File: config.mk
export PLATFORM = sky130hd
export DESIGN_NAME = vrr_back
export DESIGN_NICKNAME = d
export VERILOG_FILES = /design/src/rtl/vrr_pkg.sv /design/src/rtl/vrr_back.sv
export SDC_FILE = /design/constraint.sdc
export NUM_CORES = 2
export LEC_CHECK = 0
export BUFFER_PORTS_ARGS = -buffer_cell sky130_fd_sc_hd__buf_4
export CAP_MARGIN = 40
export CORE_MARGIN = 3
export CORE_UTILIZATION = 63
export DETAILED_ROUTE_END_ITERATION = 10
export GPL_TIMING_DRIVEN = 1
export PLACE_DENSITY = 0.85
export SYNTH_ARGS = -nofsm -noshare
export SYNTH_HDL_FRONTEND = slang
export SYNTH_SLANG_ARGS = --single-unit
File: constraint.sdc
create_clock -name clk -period 18.9 [get_ports clk]
set_input_delay 1.89 -clock clk [delete_from_list [all_inputs] [get_ports clk]]
set_output_delay 1.89 -clock clk [all_outputs]
set_load 0.02 [all_outputs]
File: src/rtl/vrr_pkg.sv
package vrr_pkg;

  localparam int FRAC_BITS = 14;
  localparam int VEC_W     = 18;
  localparam int ETA_W     = 16;
  localparam int PROD_W    = 2 * VEC_W;
  localparam int SUM_W     = PROD_W + 2;
  localparam int DOT_W     = SUM_W - FRAC_BITS;
  localparam int D2_W      = 2 * DOT_W - FRAC_BITS;
  localparam int E2_W      = 2 * ETA_W - FRAC_BITS + 1;
  localparam int OMD_W     = D2_W + 1;
  localparam int P_W       = E2_W + OMD_W;
  localparam int K_W       = P_W - FRAC_BITS + 1;
  localparam int ROOT_W    = 24;
  localparam int RAD_W     = 2 * ROOT_W;
  localparam int REM_W     = ROOT_W + 1;
  localparam int RFL_W     = DOT_W + VEC_W - FRAC_BITS + 2;
  localparam int ED_W      = DOT_W + ETA_W + 1 - FRAC_BITS;
  localparam int EI_W      = VEC_W + ETA_W + 1 - FRAC_BITS;
  localparam int C_W       = ED_W + 1;
  localparam int CN_W      = C_W + VEC_W;
  localparam int RES_W     = CN_W - FRAC_BITS + 2;
  localparam int FRONT_STAGES = 5;
  localparam int OUT_MAX   = 131071;
  localparam int OUT_MIN   = -131072;
  localparam int ONE       = 1 << FRAC_BITS;

  typedef enum logic [1:0] {
    OP_REFLECT = 2'd0,
    OP_REFRACT = 2'd1,
    OP_FACEFWD = 2'd2
  } op_t;

  typedef logic signed [VEC_W-1:0]  vec_t;
  typedef logic signed [PROD_W-1:0] prod_t;
  typedef logic signed [RFL_W-1:0]  rfl_t;
  typedef logic signed [EI_W-1:0]   ei_t;
  typedef logic signed [CN_W-1:0]   cn_t;

  typedef struct packed {
    op_t                      op;
    vec_t [2:0]               inc;
    vec_t [2:0]               nrm;
    logic [ETA_W-1:0]         eta;
    prod_t [2:0]              prod;
    logic signed [DOT_W-1:0]  dot;
    logic                     neg;
    rfl_t [2:0]               refl;
    logic signed [ED_W-1:0]   ed;
    ei_t [2:0]                ei;
    logic signed [E2_W-1:0]   e2;
    logic signed [D2_W-1:0]   d2;
    logic signed [P_W-1:0]    p;
    logic                     tir;
    logic [RAD_W-1:0]         rad;
    logic [REM_W-1:0]         rem;
    logic [ROOT_W-1:0]        root;
    cn_t [2:0]                cn;
  } item_t;

endpackage

File: src/rtl/vrr_back.sv
module vrr_back (
  input  logic                     clk,
  input  logic                     rst,
  input  logic                     in_valid,
  output logic                     in_ready,
  input  vrr_pkg::item_t           in_item,
  output logic                     out_valid,
  input  logic                     out_ready,
  output vrr_pkg::vec_t [2:0]      res,
  output logic                     tir
);

  vrr_pkg::item_t                  sf;
  vrr_pkg::item_t                  sf_next;
  logic                            vf;
  logic                            adv_f;
  logic                            adv_o;
  logic                            ov;
  logic signed [vrr_pkg::C_W-1:0]  c;
  logic signed [vrr_pkg::CN_W-vrr_pkg::FRAC_BITS-1:0] cs [3];
  logic signed [vrr_pkg::RES_W-1:0] r [3];
  vrr_pkg::vec_t [2:0]             res_next;

  assign adv_o    = !ov || out_ready;
  assign adv_f    = !vf || adv_o;
  assign in_ready = adv_f;

  always_comb begin
    sf_next = in_item;
    c = vrr_pkg::C_W'(in_item.ed) + vrr_pkg::C_W'(signed'({1'b0, in_item.root}));
    for (int i = 0; i < 3; i++) begin
      sf_next.cn[i] = c * in_item.nrm[i];
    end
  end

  always_comb begin
    for (int i = 0; i < 3; i++) begin
      cs[i] = sf.cn[i][vrr_pkg::CN_W-1:vrr_pkg::FRAC_BITS];
      case (sf.op)
        vrr_pkg::OP_REFLECT: r[i] = vrr_pkg::RES_W'(sf.refl[i]);
        vrr_pkg::OP_REFRACT: r[i] = sf.tir ? '0 :
                               vrr_pkg::RES_W'(sf.ei[i]) - vrr_pkg::RES_W'(cs[i]);
        vrr_pkg::OP_FACEFWD: r[i] = sf.neg ? vrr_pkg::RES_W'(sf.nrm[i]) :
                                             -vrr_pkg::RES_W'(sf.nrm[i]);
        default:             r[i] = '0;
      endcase
      if (r[i] > vrr_pkg::RES_W'(vrr_pkg::OUT_MAX)) begin
        res_next[i] = vrr_pkg::vec_t'(vrr_pkg::OUT_MAX);
      end else if (r[i] < vrr_pkg::RES_W'(vrr_pkg::OUT_MIN)) begin
        res_next[i] = vrr_pkg::vec_t'(vrr_pkg::OUT_MIN);
      end else begin
        res_next[i] = r[i][vrr_pkg::VEC_W-1:0];
      end
    end
  end

  always_ff @(posedge clk) begin
    if (rst) begin
      vf <= 1'b0;
      ov <= 1'b0;
    end else begin
      if (adv_f) vf <= in_valid;
      if (adv_o) ov <= vf;
    end
  end

  always_ff @(posedge clk) begin
    if (adv_f) sf <= sf_next;
    if (adv_o) begin
      res <= res_next;
      tir <= sf.tir;
    end
  end

  assign out_valid = ov;

endmodule

### Word-level counts from Yosys, hierarchy flattened

Index checks and enable logic that the tools add are counted.

| cells by class | value |
|---|---|
| add/subtract/negate cells | 7 |
| multipliers | 3 |
| divide/modulo/power cells | 0 |
| order comparisons | 6 |
| equal/unequal tests | 2 |
| shift operators | 0 |
| muxes and demuxes | 12 |
| bitwise logic cells | 0 |
| reduce and logical (&&, ||, !) cells | 5 |

Operators with widths:

| kind | count |
|---|---|
| case mux 34 bit (3 select lines) | 3 |
| two-way mux 34 bit | 6 |
| multiplier 28 x 18 -> 46 bit | 3 |
| > comparator 34 x 18 -> 1 bit (second input constant) | 3 |
| less-than comparator 34 x 18 -> 1 bit (second input constant) | 3 |
| negation 18 -> 34 bit | 3 |
| subtractor 21 x 32 -> 33 bit | 3 |
| two-way mux 18 bit | 3 |
| adder 27 x 25 -> 28 bit | 1 |
| equality test 2 x 1 -> 1 bit (second input constant) | 1 |
| equality test 2 bit (second input constant) | 1 |
| logical NOT 1 bit | 2 |
| logical NOT 2 bit | 1 |
| logical OR 1 bit | 2 |

| word-level totals | value |
|---|---|
| register bits after elaboration | 406 |
| bits in latches | 0 |
| RAM bits | 0 |
| memory bits (read-only) | 0 |
| input bits | 786 |
| output and inout bits | 57 |
| logic and storage cells | 56 |
| memories kept | 0 |

### Depth between registers and ports, before layout

| logic depth | value |
|---|---|
| depth after elaboration | 5 |
| gate-level depth with buffers | 39 |
| depth with buffers taken out | 38 |

### Worst setup path after synthesis

Ideal clock, no wire load.

| timing path | value |
|---|---|
| path kind | input to register |
| start | in in_item[139] (netlist name) |
| end | reg sf, in the netlist cs[61], data pin |
| library setup time | 0.258 ns |
| arrival | 10.164 ns |
| path slack | 8.479 ns |
| cell stages on the path | 34 |
| cells stage by stage | ha_1 > a21o_1 > a21oi_1 > o21a_1 > o21ai_0 > a2111oi_0 > o21ai_0 > a221oi_1 > o21a_1 > o21ai_0 > a41oi_2 > clkbuf_1 > nand2_1 > fa_1 > inv_1 > fa_1 > ha_1 > inv_1 > fa_1 > inv_1 > fa_1 > inv_1 > fa_1 > inv_1 > ha_1 > nand3_1 > a21oi_1 > o31a_1 > o21a_1 > o31ai_1 > nand2_1 > o41a_1 > a21oi_1 > xnor2_1 |

RTL lines:

| element | line | source |
|---|---|---|
| from (decl) | vrr_back.sv:6 | `input vrr_pkg::item_t in_item,` |
| to (signal assigned) | vrr_back.sv:68 | `if (adv_f) sf <= sf_next;` |
| to (decl) | vrr_back.sv:13 | `vrr_pkg::item_t sf;` |

==> impl_metrics.json <==
{
  "grt_pass1_vias": 60200,
  "vias": 56100,
  "grt_first_pass_wirelength_um": 339000,
  "synthArstFlopShare_pct": 0,
  "clock-sinks": 364,
  "rsz0062_at_grt": "no",
  "cts_buffers": 43,
  "final_layout_size_suffix_gt1_share_pct": 6.94,
  "cts_hold_buffers": 0,
  "tritoncts": "yes",
  "yosys_warnings": 0,
  "yosysTopAreaCellShare_pct": 40.3,
  "cp.arrival_ns": 12.84,
  "r2r-start": "cs[79]$_DFFE_PP_",
  "place_area_mm2": 0.0766,
  "synth_cells": 7780,
  "skew_ns": 0.0420,
  "antenna_found_initial": 11,
  "start_kind": "input pin",
  "regArea_mm2": 0.0109,
  "grt_usage_pct": 37.0,
  "nNetsFinal": 10500,
  "holdPathEnd": "res[26]$_SDFFCE_PN1P_",
  "viasPerCell": 5.98,
  "synthesis.area_mm2": 0.0729,
  "port_buffers": 322,
  "die_area_mm2": 0.120,
  "dp_hpwl_um": 166000,
  "ctsResizeCount": 0,
  "synth-edff-count": 362,
  "clk_pin_slew_ns": 0.06,
  "max_freq_mhz": 80.5,
  "synthTopCellsByArea": "fa_1 (40%), edfxtp_1 (15%), inv_1 (9.3%), ha_1 (7.7%), and2_1 (5.8%)",
  "place.gp.congestion": 1.02,
  "grt-ovfl-total": 0,
  "ys_ff_latch": 364,
  "cp_max_fo": 39,
  "yosysSeqAreaShare_pct": 15.0,
  "ys.flop_type": "edfxtp_1",
  "post-route-period-util_pct": 65.7,
  "cpPeakStageDelay_ns": 0.59,
  "routedWlPerCell_um": 23.3,
  "syn2layout_area_growth_pct": 6.90,
  "postSynthAreaPerCell_um2": 9.37,
  "multiInputGateArea_mm2": 0.0540,
  "utilization_pct": 68.0,
  "routed_wl_um": 218000,
  "initial_core_util_pct": 63.6,
  "fill_cells": 8311,
  "ios": 843,
  "drv_slew": 0,
  "synthDistinctLibCells": 96,
  "syn_nets": 10500,
  "synth_top_cell_by_area": "fa_1",
  "relSlewSlack_pct": 37.2,
  "status": "finished, final reports clean",
  "cts_buffer_depth": 3,
  "final_area_mm2": 0.0780,
  "tns_ns": 0,
  "cts_setup_buffers": 0,
  "r2r-end": "res[6]$_SDFFCE_PN1P_",
  "reg2reg_depth": 13,
  "worst_pin_slew_ns": 0.942,
  "hold_violations": 0,
  "cp_data_required_time_ns": 19.33,
  "worst-setup-path-type": "input pin to register",
  "fp-row-count": 124,
  "rrSetupSlack_ns": 13.17,
  "dieWidth_um": 346,
  "max-cap-violations": 0,
  "crit_path_end_kind": "register",
  "core_mm2": 0.115,
  "cpMostUsedCell": "fa_1",
  "drt_iter0_markers": 5609,
  "worstHoldPathCells": 2,
  "setup_slack_ns": 6.48,
  "hp-class": "register to register",
  "h-tree-depth": 2,
  "fin_crit_ns": 12.42,
  "cpMaxStageDelayCell": "buf_4",
  "min_from": "sf[471]$_DFFE_PP_",
  "root_buffer": "clkbuf_16",
  "clkLatencyLatePin_ns": 0.66,
  "ant_nets": 0,
  "drc": 0,
  "setup_viol": 0,
  "drtPass1Iterations": 7,
  "dp_slack_ns": 6.00,
  "die_y_um": 346,
  "grt_max_degree": 74
}
==> sequential cells by signal (all words and copies together), names as in the netlist <==
signal and count:
cs 96, tir 1, sf 211, res 54, out_valid 1, vf 1
==> layer usage <==
metal  global-route usage, %  share of wire (%)  vias up
met5                       0              0.024        -
li1                        -                  -    23800
met2                    56.8                 44     3690
met1                    46.4                 35    27900
met4                    18.2                5.7       10
met3                    14.1                 15      792
==> worst max-delay path by stage <==
stage | from | endpoint | slack (ns)
2_1_floorplan | in_item[139] | cs[61]$_DFFE_PP_ | 8.48
4_1_cts | in_item[139] | cs[61]$_DFFE_PP_ | 6.66
3_3_place_gp | in_item[139] | cs[61]$_DFFE_PP_ | 6.25
5_1_grt | in_item[139] | cs[61]$_DFFE_PP_ | 5.65
3_5_place_dp | in_item[139] | cs[61]$_DFFE_PP_ | 6.00
6_report | in_item[139] | cs[61]$_DFFE_PP_ | 6.48
==> layout by cell type, fill, tap and decap left out, drive strengths merged, types with 82 or more instances in the layout <==
| cell | instances |
|---|---|
| o21ai | 146 |
| ha | 447 |
| xnor2 | 174 |
| and2 | 672 |
| inv | 1808 |
| buf | 402 |
| nor2 | 276 |
| a21o | 82 |
| nand2 | 896 |
| edfxtp | 362 |
| a21oi | 270 |
| fa | 1468 |
==> logic make-up after synthesis <==
group | after synthesis | share of synthesized area [%]
multiplexers | 21 | 0.295
AND/OR/NAND/NOR | 2200 | 14.9
buffers and inverters | 2188 | 11.4
flip-flops | 364 | 15.0
XOR/XNOR | 251 | 3.01
adder cells (fa/ha/maj) | 1915 | 48.0
AO/OA/AOI/OAI | 841 | 7.48
==> worst max-delay path, delay by kind of cell <==
kind / cells / cell delay (ns)
xor gates and xnor gates: 2 / 0.35
adders and majority gates: 8 / 3.72
and+or+nand+nor: 5 / 1.03
buffers and inverters: 6 / 1.18
AOI/OAI and AO/OA: 15 / 4.61
==> layout make-up <==
class | instances | share of cell area, %
clock buffers | 46 | 1.39
repair buffers | 402 | 3.90
multi-input cells | 5228 | 69.3
diodes | 7 | 0.0225
clock inverters | 28 | 0.334
inverters | 1799 | 8.66
flip-flops and latches | 364 | 14.0
well taps | 1512 | 2.43
==> synthesized netlist by cell type, types with 9 or more instances <==
cell type and instances:
and3_1 21, o31ai_1 13, or3_1 16, or2_2 12, a21boi_0 12, o211ai_1 22, nand4_1 31, and4_1 9
nand3_1 59, edfxtp_1 362, nor4_1 15, a222oi_1 11, nand2_1 896, o21a_1 39, buf_1 19, and2_1 672
a21o_1 81, o21ai_1 11, a2111oi_0 10, a211o_1 9, a221oi_1 13, nand2b_1 42, a22oi_1 15, o21bai_1 27
mux2i_1 17, nor3_1 49, o21ai_0 134, a21oi_1 269, nor2b_1 61, ha_1 447, a31oi_1 27, xor2_1 77
o22ai_1 22, a211oi_1 42, nor2_1 276, fa_1 1468, xnor2_1 174, clkbuf_1 351, inv_1 1799
==> through the flow <==
stage,hold WS (ns),cells
final,0.642,9386
after global routing,0.655,9382
after CTS,0.634,9379
after detailed placement,0.610,9305
after global placement,0.609,9300
after floorplan,0.463,7780
Power is left out: the tool's default activity adds up to more than one toggle a clock period on the data nets, which glitch-free logic cannot reach.
