--- src/rtl/vrr_pkg.sv ---
package vrr_pkg;

  localparam int FRAC_BITS = 14;
  localparam int VEC_W     = 18;
  localparam int ETA_W     = 16;
  localparam int PROD_W    = 2 * VEC_W;
  localparam int SUM_W     = PROD_W + 2;
  localparam int DOT_W     = SUM_W - FRAC_BITS;
  localparam int D2_W      = 2 * DOT_W - FRAC_BITS;
  localparam int E2_W      = 2 * ETA_W - FRAC_BITS + 1;
  localparam int OMD_W     = D2_W + 1;
  localparam int P_W       = E2_W + OMD_W;
  localparam int K_W       = P_W - FRAC_BITS + 1;
  localparam int ROOT_W    = 24;
  localparam int RAD_W     = 2 * ROOT_W;
  localparam int REM_W     = ROOT_W + 1;
  localparam int RFL_W     = DOT_W + VEC_W - FRAC_BITS + 2;
  localparam int ED_W      = DOT_W + ETA_W + 1 - FRAC_BITS;
  localparam int EI_W      = VEC_W + ETA_W + 1 - FRAC_BITS;
  localparam int C_W       = ED_W + 1;
  localparam int CN_W      = C_W + VEC_W;
  localparam int RES_W     = CN_W - FRAC_BITS + 2;
  localparam int FRONT_STAGES = 5;
  localparam int OUT_MAX   = 131071;
  localparam int OUT_MIN   = -131072;
  localparam int ONE       = 1 << FRAC_BITS;

  typedef enum logic [1:0] {
    OP_REFLECT = 2'd0,
    OP_REFRACT = 2'd1,
    OP_FACEFWD = 2'd2
  } op_t;

  typedef logic signed [VEC_W-1:0]  vec_t;
  typedef logic signed [PROD_W-1:0] prod_t;
  typedef logic signed [RFL_W-1:0]  rfl_t;
  typedef logic signed [EI_W-1:0]   ei_t;
  typedef logic signed [CN_W-1:0]   cn_t;

  typedef struct packed {
    op_t                      op;
    vec_t [2:0]               inc;
    vec_t [2:0]               nrm;
    logic [ETA_W-1:0]         eta;
    prod_t [2:0]              prod;
    logic signed [DOT_W-1:0]  dot;
    logic                     neg;
    rfl_t [2:0]               refl;
    logic signed [ED_W-1:0]   ed;
    ei_t [2:0]                ei;
    logic signed [E2_W-1:0]   e2;
    logic signed [D2_W-1:0]   d2;
    logic signed [P_W-1:0]    p;
    logic                     tir;
    logic [RAD_W-1:0]         rad;
    logic [REM_W-1:0]         rem;
    logic [ROOT_W-1:0]        root;
    cn_t [2:0]                cn;
  } item_t;

endpackage

--- src/rtl/vrr_sqrt_cell.sv ---
module vrr_sqrt_cell (
  input  logic           clk,
  input  logic           rst,
  input  logic           in_valid,
  output logic           in_ready,
  input  vrr_pkg::item_t in_item,
  output logic           out_valid,
  input  logic           out_ready,
  output vrr_pkg::item_t out_item
);

  vrr_pkg::item_t             item;
  vrr_pkg::item_t             item_next;
  logic                       valid;
  logic [vrr_pkg::ROOT_W+2:0] rem2;
  logic [vrr_pkg::ROOT_W+2:0] trial;
  logic [vrr_pkg::ROOT_W+2:0] diff;

  assign in_ready = !valid || out_ready;

  always_comb begin
    item_next = in_item;
    rem2  = {in_item.rem, in_item.rad[vrr_pkg::RAD_W-1 -: 2]};
    trial = {1'b0, in_item.root, 2'b01};
    diff  = rem2 - trial;
    item_next.rad = {in_item.rad[vrr_pkg::RAD_W-3:0], 2'b00};
    if (rem2 >= trial) begin
      item_next.rem  = diff[vrr_pkg::REM_W-1:0];
      item_next.root = {in_item.root[vrr_pkg::ROOT_W-2:0], 1'b1};
    end else begin
      item_next.rem  = rem2[vrr_pkg::REM_W-1:0];
      item_next.root = {in_item.root[vrr_pkg::ROOT_W-2:0], 1'b0};
    end
  end

  always_ff @(posedge clk) begin
    if (rst) begin
      valid <= 1'b0;
    end else if (in_ready) begin
      valid <= in_valid;
    end
  end

  always_ff @(posedge clk) begin
    if (in_ready) item <= item_next;
  end

  assign out_valid = valid;
  assign out_item  = item;

endmodule

--- config.mk ---
export PLATFORM = sky130hd
export DESIGN_NAME = vrr_sqrt_cell
export DESIGN_NICKNAME = d
export VERILOG_FILES = /design/src/rtl/vrr_pkg.sv /design/src/rtl/vrr_sqrt_cell.sv
export SDC_FILE = /design/constraint.sdc
export NUM_CORES = 1
export LEC_CHECK = 0
export BUFFER_PORTS_ARGS = -buffer_cell sky130_fd_sc_hd__buf_2
export CAP_MARGIN = 5
export CELL_PAD_IN_SITES_DETAIL_PLACEMENT = 1
export CELL_PAD_IN_SITES_GLOBAL_PLACEMENT = 1
export CORE_AREA = 2 2 611 613
export DETAILED_ROUTE_END_ITERATION = 10
export DIE_AREA = 0 0 613 615
export GPL_TIMING_DRIVEN = 0
export MAX_ROUTING_LAYER = met4
export PLACE_DENSITY_LB_ADDON = 0.1
export SLEW_MARGIN = 0
export SYNTH_ARGS = -nofsm -noshare
export SYNTH_HDL_FRONTEND = slang
export SYNTH_SLANG_ARGS = --single-unit
--- constraint.sdc ---
create_clock -name clk -period 33.5 [get_ports clk]
set_input_delay 3.35 -clock clk [delete_from_list [all_inputs] [get_ports clk]]
set_output_delay 3.35 -clock clk [all_outputs]
set_load 0.03 [all_outputs]
# Word level (Yosys, flattened, before mapping)

Cells that the tools add are included.

Reductions and logical operators: 2
Add/subtract/negate cells: 1
$lt $le $gt $ge: 1
Muxes and demuxes: 1

Operators by type and width:

| kind                                             | count |
|---|---|
| 49-bit two-way mux                               | 1 |
| 27-bit by 26-bit >= comparator with 1-bit output | 1 |
| 25-bit subtractor                                | 1 |
| 1-bit zero test                                  | 1 |
| 1-bit logical OR                                 | 1 |

Bits of input ports: 786
Flip-flop bits (word level): 781
Word-level logic and storage cells: 36
Output and inout port bits: 784

# Logic depth before layout (Yosys ltp)

Gate-level depths: netlist of run 1.

Word-level depth: 2
Gate-level depth with buffers: 11
Gate-level depth less buffers: 9

# Worst setup path before layout of run 1

No wires, ideal clock.

Kind: in2out
Start point: in out_ready
End point: out in_ready
Setup slack: 8.019 ns
Stages: 1
Buffers on the path: 0
Arrival time: 22.131 ns
Cells stage by stage: nand2b_1

Word-level cells in the longest chain between the ends: 1

RTL lines:

| element          | RTL line            | RTL |
|---|---|---|
| from (decl)      | vrr_sqrt_cell.sv:8  | `input logic out_ready,` |
| 1-bit logical OR | vrr_sqrt_cell.sv:19 | `assign in_ready = !valid \|\| out_ready;` |
| to (decl)        | vrr_sqrt_cell.sv:5  | `output logic in_ready,` |

Every way passes these cells.

# Final worst setup path of run 1

Ends and elaborated chain as after synthesis.

==> results of run 1 <==
[sequential cells by signal (all words and copies together), names as in the netlist]
register   count
out_valid      1
out_item     780
[final timing paths]
path                          start                      end  slack, ns  depth (start not counted)
max reg2reg  out_valid$_SDFFE_PP0P_  out_item[550]$_DFFE_PP_      30.61                          6
min reg2reg  out_valid$_SDFFE_PP0P_  out_item[663]$_DFFE_PP_       0.90                          1
max                       out_ready                 in_ready      26.02                          3
min          out_valid$_SDFFE_PP0P_  out_item[663]$_DFFE_PP_       0.90                          1
[worst max-delay path: stages]
cell and delay (ns):
buf_2 0.08, nand2b_4 0.40, buf_2 0.29
[layout by cell type (no fill, tap or decap), drive strengths merged, types with 21 or more instances in the layout]
cell type | netlist | final
buf | 14 | 1598
edfxtp | 780 | 780
clkbuf | 2 | 147
clkinv | 0 | 54
diode | 0 | 53
nand2 | 40 | 40
inv | 30 | 33
o21ai | 30 | 30
ha | 26 | 26
a21oi | 21 | 21
[metrics by stage]
step / TNS, ns / worst slack, ns / total power, mW
after floorplan: 0 / 8.02 / 1.42
after global placement: -4698.29 / -11.06 / 1.69
after detailed placement: 0 / 25.78 / 1.62
after CTS: 0 / 26.00 / 2.99
after global routing: 0 / 25.98 / 3.01
final: 0 / 26.02 / 2.87
[logic make-up (layout without fill, tap and decap cells)]
kind of cell | after synthesis | in the layout
AOI/OAI and AO/OA | 97 | 97
xor gates and xnor gates | 18 | 18
adders and majority gates | 26 | 26
buffers and inverters | 46 | 1851
DFF | 781 | 781
muxes | 6 | 6
other | 1 | 55
and+or+nand+nor | 107 | 107
[cell type report]
cell class                      instances  area [um^2]
Clock buffer                          145         3140
Clock inverter                         76          731
Inverter                               30          113
Tap cell                             4972         6220
Antenna cell                           53          133
Timing Repair Buffer                 1584         8300
Buffer                                 16          121
Multi-Input combinational cell        256         1760
Fill cell                           42600       327000
Sequential cell                       781        23400
[per-layer routing]
layer  up-vias  global-route usage [%]  wire [um]
met5         -                       -          0
met3       410                    4.47      20600
li1       7831                       -          -
met1      9392                    12.0      80100
met2      1199                    20.4     112000
met4         0                    2.32       5430
[power by group through the flow]
stage               combinational (mW)  clock (mW)  sequential [mW]
global route                     0.424        1.40             1.19
floorplan                       0.0426           0             1.38
CTS                              0.418        1.38             1.18
detailed placement               0.417           0             1.20
finish                           0.398        1.29             1.18
global placement                 0.413           0             1.28
==> results.ini, run 1 <==
[placement]
gp_congestion=0.819
portBuffers=1567
place_area_mm2=0.0400
dp.cells=7639
dp_hpwl_um=187000

[clocking]
cts_tree=done
cts-resized-gates=0
ctsLongestPathBuffers=4
hold_buffers=0
cts_setup_buffers=0
insertion_delay_ns=0.87
htreeDepth=3
cts_sinks=781
cts_inserted_buffers=121
cts_root_buf=clkbuf_16
clkSlewWorstSetupHoldPaths_ns=0.06

[synth]
yosysTopAreaCellShare_pct=92.2
yosysTopAreaCell=edfxtp_1
synth_seq_area_share_pct=92.2
synth_fa_ha_area_share_pct=1.28
yosysWarnings=0
synthTopCellsByCount=edfxtp_1 (780), nand2_1 (40), inv_1 (30), ha_1 (26), o21ai_0 (23)
yosysMostFrequentCell=edfxtp_1
synthMuxAreaShare_pct=0.246
synth_edf_count=780
synth_top_family_by_area=compound AO/OA/AOI/OAI gates
ys_top_cells_by_area=edfxtp_1 (92%), ha_1 (1.3%), nand2_1 (0.59%)
yosys_most_used_dff=edfxtp_1
yosys.area_share.xor_xnor_pct=0.620
ys_types=59
ys_ff_latch=781
async_flop_share_pct=0
syn-instance-count=1082
syn-cell-area_mm2=0.0254
syn_avg_cell_area_um2=23.5
synth-compound-area-share_pct=2.51
synthSimpleGateAreaFrac_pct=2.17

[worst_setup_path]
critPathRequiredTime_ns=30.15
worstSetupStartpointType=input pin
critPathKind=input pin to output port
path_max_fanout=22
endpoint_kind=output port
crit_arrival_ns=4.13

[route]
drtIter0Drc=1017
wire_per_inst_um=27.5
route.vias.total=18800
first_pass_iters=5
postRouteAntennaNets=0
viasPerCell=2.38
routed_wl_um=218000
drc_errors=0

[sta]
hold_slack_ns=0.903
setup_viol=0
drv_slew=0
fin_worst_skew_ns=0.104
fin_crit_sh_pct=22.3
hold_viol_final=0
fmax_mhz=134
slew_headroom_pct=38.0
rsz0062_at_grt=false
tightest_slew_ns=0.924
period_minus_slack_ns=7.48

[pwr]
p_sw_uw=864
p_clk_share_pct=45.0
ir_drop_v=0.0000415
seqPwrFrac_pct=41.1
combPwrFrac_pct=13.9
p_leak_nw=17.3
p_per_area_mw_per_mm2=65.4
p_int_mw=2.01
swShare_pct=30.1

[global_routing]
antenna_found_initial=241
grt_pass1_vias=19500
grt_start_max_net_pins=60
grt_usage_pct=11.5
grt_pass1_wl_um=263000
gr-total-overflow=0

[die]
die_h_um=615
num_rows=224
num_io_pins=1570
coreArea_mm2=0.371
fp.dieW_um=613
start_util_pct=6.85
die_area_mm2=0.377

[layout]
drive_above_1_share_pct=61.8
design_area_mm2=0.0440
final_nets=3602
final_core_util_pct=11.9
finalNonFillerCells=7913
area_growth_pct=73.0

[status]
outcome=finished, final reports clean

[min_path]
hp-class=flip-flop to flip-flop

[job]
drv_cap=0

Power figures use the tool's default switching activity.
==> run 2, diff against run 1 <==
--- a/config.mk
+++ b/config.mk
@@ -9,9 +9,9 @@
 export CAP_MARGIN = 5
 export CELL_PAD_IN_SITES_DETAIL_PLACEMENT = 1
 export CELL_PAD_IN_SITES_GLOBAL_PLACEMENT = 1
-export CORE_AREA = 2 2 611 613
+export CORE_AREA = 2 2 603 605
 export DETAILED_ROUTE_END_ITERATION = 10
-export DIE_AREA = 0 0 613 615
+export DIE_AREA = 0 0 605 607
 export GPL_TIMING_DRIVEN = 0
 export MAX_ROUTING_LAYER = met4
 export PLACE_DENSITY_LB_ADDON = 0.1
==> constraint.sdc (replaced) <==
create_clock -name clk -period 6.82 [get_ports clk]
set_input_delay 0.682 -clock clk [delete_from_list [all_inputs] [get_ports clk]]
set_output_delay 0.682 -clock clk [all_outputs]
set_load 0.03 [all_outputs]
==> run 2 against run 1 <==
  * Die area down 2.6%
  * Clock power rose to 5.0 times the previous value
  * Final area increased by 16%
  * Flip-flop and latch count is the same
  * First-iteration DRC count is 8.0% lower
  * Sequential share of layout area is 7.4 points lower
  * Hold slack worse by 0.79 ns
  * Power rose to 5.1 times the previous value
  * Largest power group unchanged
  * Highest routed layer unchanged
==> results.ini, run 2 (synthesized netlist as in run 1, its figures left out) <==
[sta]
tightest_slew_ns=1.11
period_minus_slack_ns=3.83
layout_setup_ws_ns=2.99
hold_viol_final=0
hold_slack_ns=0.112
rsz0062_at_grt=false
slew_headroom_pct=25.4
fin_worst_skew_ns=0.0723
setup_viol=0
drv_slew=0
fmax_mhz=261
finalSetupTns_ns=0
fin_crit_sh_pct=56.2

[clocking]
ctsLongestPathBuffers=4
htreeDepth=3
cts_root_buf=clkbuf_16
cts_inserted_buffers=122
insertion_delay_ns=0.88
cts-resized-gates=0
cts_tree=done
cts_sinks=781
clkSlewWorstSetupHoldPaths_ns=0.06
cts_setup_buffers=0

[route]
drtIter0Drc=936
route.vias.total=21400
first_pass_iters=4
wire_per_inst_um=26.3
postRouteAntennaNets=0
routed_wl_um=222000
viasPerCell=2.54
drc_errors=0

[pwr]
p_int_mw=10.2
ir_drop_v=0.000221
swShare_pct=30.2
power_mw=14.6
p_sw_mw=4.42
p_clk_share_pct=44.1
p_leak_nw=20.3
combPwrFrac_pct=16.3
p_per_area_mw_per_mm2=287
seqPwrFrac_pct=39.6

[global_routing]
grt_usage_pct=11.9
gr-total-overflow=0
grt_start_max_net_pins=60
grt_pass1_wl_um=268000
grt_pass1_vias=22900
antenna_found_initial=182

[die]
fp.dieW_um=605
start_util_pct=7.04
die_h_um=607
num_io_pins=1570
num_rows=221
coreArea_mm2=0.361
die_area_mm2=0.367

[worst_setup_path]
path_buf_inv=5
crit_slowest_cell=dlygate4sd3_1
worstSetupStartpointType=input pin
critPathRequiredTime_ns=7.30
crit_arrival_ns=4.31
critPathTopFamily=compound AO/OA/AOI/OAI gates
cpPeakStageDelay_ns=0.58
endpoint_kind=flip-flop
path_cells=dlygate4sd3_1, buf_2, inv_1, ha_1, clkbuf_2, a21oi_1, nor3b_1, o21ai_0, nand3_2, a21boi_4, buf_6, o21ai_0
critPathKind=input pin to flip-flop
timing.critical_path.mode_cell=o21ai_0
path_max_fanout=10

[layout]
largest_reg_flops=780
area_growth_pct=101
final_nets=4331
final_cell_mix=buf_2 (1570), edfxtp_1 (780), dlygate4sd3_1 (728)
final_core_util_pct=14.1
n_fill_cell=41200
layout_commonest_cell=buf_2
drive_above_1_share_pct=49.3
finalNonFillerCells=8451
design_area_mm2=0.0510

[min_path]
hp-class=input pin to flip-flop

[placement]
pre_cts_slack_ns=2.41
dp_hpwl_um=189000
gp_congestion=0.764
dp.cells=7461
portBuffers=1567
place_area_mm2=0.0397

[job]
drv_cap=0

[status]
outcome=finished, final reports clean

run 2: cell types whose count changed in the layout (fill, tap and decap cells not counted), sizes merged:
cell / delta
diode: -6
dlygate4sd3: +728
bufinv: +2
clkbuf: +6
clkinv: -14
run 2: layer usage:
metal | global-route usage (%) | part of all wire, % | vias to the layer above
li1 | - | - | 9270
met1 | 12.4 | 37 | 10600
met2 | 20.0 | 49 | 1132
met3 | 5.01 | 9.8 | 425
met4 | 4.18 | 4.3 | 0
met5 | - | 0 | -
run 2: path summary, 6_finish.rpt:
kind	slack, ns	from	end	cells past startpoint
worst max-delay path	2.99	in_item[142]	out_item[168]$_DFFE_PP_	12
worst min register to register	1.09	out_valid$_SDFFE_PP0P_	out_item[486]$_DFFE_PP_	1
worst min-delay path	0.11	in_item[767]	out_item[767]$_DFFE_PP_	1
worst max register to register	3.75	out_valid$_SDFFE_PP0P_	out_item[596]$_DFFE_PP_	6
run 2: layout make-up:
type                            instances  area, um^2  share of cell area, %
Antenna cell                           47         118                  0.230
Buffer                                 16         121                  0.238
Clock buffer                          151        3160                   6.20
Clock inverter                         64         738                   1.45
Inverter                               30         113                  0.221
Multi-Input combinational cell        256        1750                   3.43
Sequential cell                       781       23400                   45.9
Tap cell                             4794        6000                   11.8
Timing Repair Buffer                 2312       15600                   30.6
run 2: what timing repair did:
item	in CTS	in global routing
endpoints found under the setup margin	0	0
hold buffers	728	0
hold endpoints to repair	727	0
run 2: power by group through the flow:
stage / Clock, mW / Sequential [mW] / Combinational (mW)
4_1_cts: 6.90 / 5.80 / 2.50
3_5_place_dp: 0 / 5.90 / 2.06
2_1_floorplan: 0 / 6.64 / 0.210
3_3_place_gp: 0 / 6.00 / 2.04
6_report: 6.47 / 5.80 / 2.38
5_1_grt: 6.99 / 5.84 / 2.55
==> run 3, diff against run 2 <==
==> constraint.sdc (replaced) <==
create_clock -name clk -period 3.4 [get_ports clk]
set_input_delay 0.34 -clock clk [delete_from_list [all_inputs] [get_ports clk]]
set_output_delay 0.34 -clock clk [all_outputs]
set_load 0.03 [all_outputs]
==> run 3 against run 2 <==
  * Clock skew down 0.017 ns
  * Final area up 1.6%
  * Critical path depth down 6
==> results.ini, run 3 (synthesized netlist as in run 1, its figures left out) <==
[clocking]
cts_inserted_buffers=125
cts_tree=done
htreeDepth=3
insertion_delay_ns=0.90
clkSlewWorstSetupHoldPaths_ns=0.06
cts_root_buf=clkbuf_16
cts_sinks=781
ctsLongestPathBuffers=4

[layout]
area_growth_pct=104
layout_commonest_cell=buf_2
final_nets=4389
largest_reg_flops=780
drive_above_1_share_pct=49.0
final_core_util_pct=14.4
final_cell_mix=buf_2 (1570), dlygate4sd3_1 (782), edfxtp_1 (780)

[worst_setup_path]
critPathKind=flip-flop to flip-flop
path_buf_inv=5
critPathTopFamily=buffers and inverters
crit_slowest_cell=nand2b_4
endpoint_kind=flip-flop
path_max_fanout=60
r2r_end=out_item[354]$_DFFE_PP_
timing.rr.start=out_valid$_SDFFE_PP0P_
rr_worst_depth=6
timing.critical_path.mode_cell=buf_16
crit_arrival_ns=3.51
cpPeakStageDelay_ns=0.44
rrSetupSlack_ns=0.39
path_cells=nand2b_4, buf_16, buf_16, buf_16, buf_16, buf_16
critPathRequiredTime_ns=3.90
worstSetupStartpointType=flip-flop

[global_routing]
grt_use_met1_pct=13.4
gr-total-overflow=0
grt_pass1_vias=23100
gr-usage-met3_pct=4.40
grt_busiest_layer=met2
antenna_found_initial=175
grt_usage_pct=12.2
use_met2_pct=20.9
grt_pass1_wl_um=275000
grt_start_max_net_pins=61

[route]
drc_errors=0
routed_wl_um=228000
viasPerCell=2.55
postRouteAntennaNets=0
drtIter0Drc=1016
route.vias.total=21700
wire_per_inst_um=26.8
first_pass_iters=5

[job]
drv_cap=0

[sta]
fin_worst_skew_ns=0.0550
fin_crit_sh_pct=88.6
layout_setup_ws_ns=0.386
period_minus_slack_ns=3.01
tightest_slew_ns=0.882
rsz0062_at_grt=false
setup_viol=0
slew_headroom_pct=40.5
fmax_mhz=332
finalSetupTns_ns=0
hold_viol_final=0
drv_slew=0

[pwr]
p_sw_mw=9.09
p_per_area_mw_per_mm2=582
p_int_mw=21.1
power_mw=30.2
p_leak_nw=20.7
seqPwrFrac_pct=38.7
p_clk_share_pct=45.2
ir_drop_v=0.000435
combPwrFrac_pct=16.1
swShare_pct=30.1

[die]
coreArea_mm2=0.361
die_h_um=607
fp.dieW_um=605
num_io_pins=1570
start_util_pct=7.04
num_rows=221
die_area_mm2=0.367

[placement]
pre_cts_slack_ns=-1.88
portBuffers=1567
dp_hpwl_um=193000
gp_congestion=0.782

[min_path]
min-delay-start=in_item[186]
hold_depth=3
hp-class=input pin to flip-flop
hold_end=out_item[185]$_DFFE_PP_

[status]
outcome=finished, final reports clean

==> run 3: power by group through the flow <==
stage	registers, mW	clock network, mW	logic [mW]
4_1_cts	11.7	14.5	5.10
3_3_place_gp	12.1	0	4.10
6_report	11.7	13.7	4.86
5_1_grt	11.7	14.7	5.19
2_1_floorplan	13.3	0	0.421
3_5_place_dp	11.9	0	4.14
==> run 3: worst max path at each step <==
stage / slack [ns] / end / depth (start not counted) / start
floorplan: -2.92 / out_item[0]$_DFFE_PP_ / 1 / out_valid$_SDFFE_PP0P_
global placement: -7.93 / in_ready / 3 / out_ready
detailed placement: -1.88 / out_item[168]$_DFFE_PP_ / 11 / in_item[142]
CTS: 0.01 / out_item[183]$_DFFE_PP_ / 11 / in_item[167]
global route: 0.06 / out_item[180]$_DFFE_PP_ / 14 / in_item[154]
finish: 0.39 / out_item[354]$_DFFE_PP_ / 6 / out_valid$_SDFFE_PP0P_
==> run 3: metrics by stage <==
stage               hold WS, ns  cell area, um^2  instances
detailed placement        0.494            39700       7460
floorplan                 0.399            25400       1083
global placement          0.498            39300       7444
global route             0.0882            51800       8489
finish                    0.136            51800       8504
CTS                     0.00206            51700       8470
==> run 3: layout make-up <==
cell class / count / area [um^2]
Clock buffer: 145 / 3200
Multi-Input combinational cell: 256 / 1780
Timing Repair Buffer: 2367 / 16100
Buffer: 16 / 121
Antenna cell: 34 / 85.1
Inverter: 30 / 113
Fill cell: 41200 / 309000
Clock inverter: 81 / 951
Sequential cell: 781 / 23400
Tap cell: 4794 / 6000
==> run 3: metal layers <==
layer	routed length [um]	vias up
met2	113000	1123
met1	87900	10800
li1	-	9380
met5	0	-
met4	6810	0
met3	19600	413
==> run 3: worst register-to-register path, cell delays in order (launching register included) <==
cell	delay [ns]
dfxtp_4	0.35
nand2b_4	0.44
buf_16	0.32
buf_16	0.31
buf_16	0.40
buf_16	0.34
buf_16	0.40
==> run 3: timing repair <==
item,in CTS,in global routing
setup endpoints to repair,25,7
gates cloned,0,0
hold buffers,782,0
hold endpoints to repair,780,0
buffers inserted,2,0
resized for setup,3,3
pin swaps,1,0
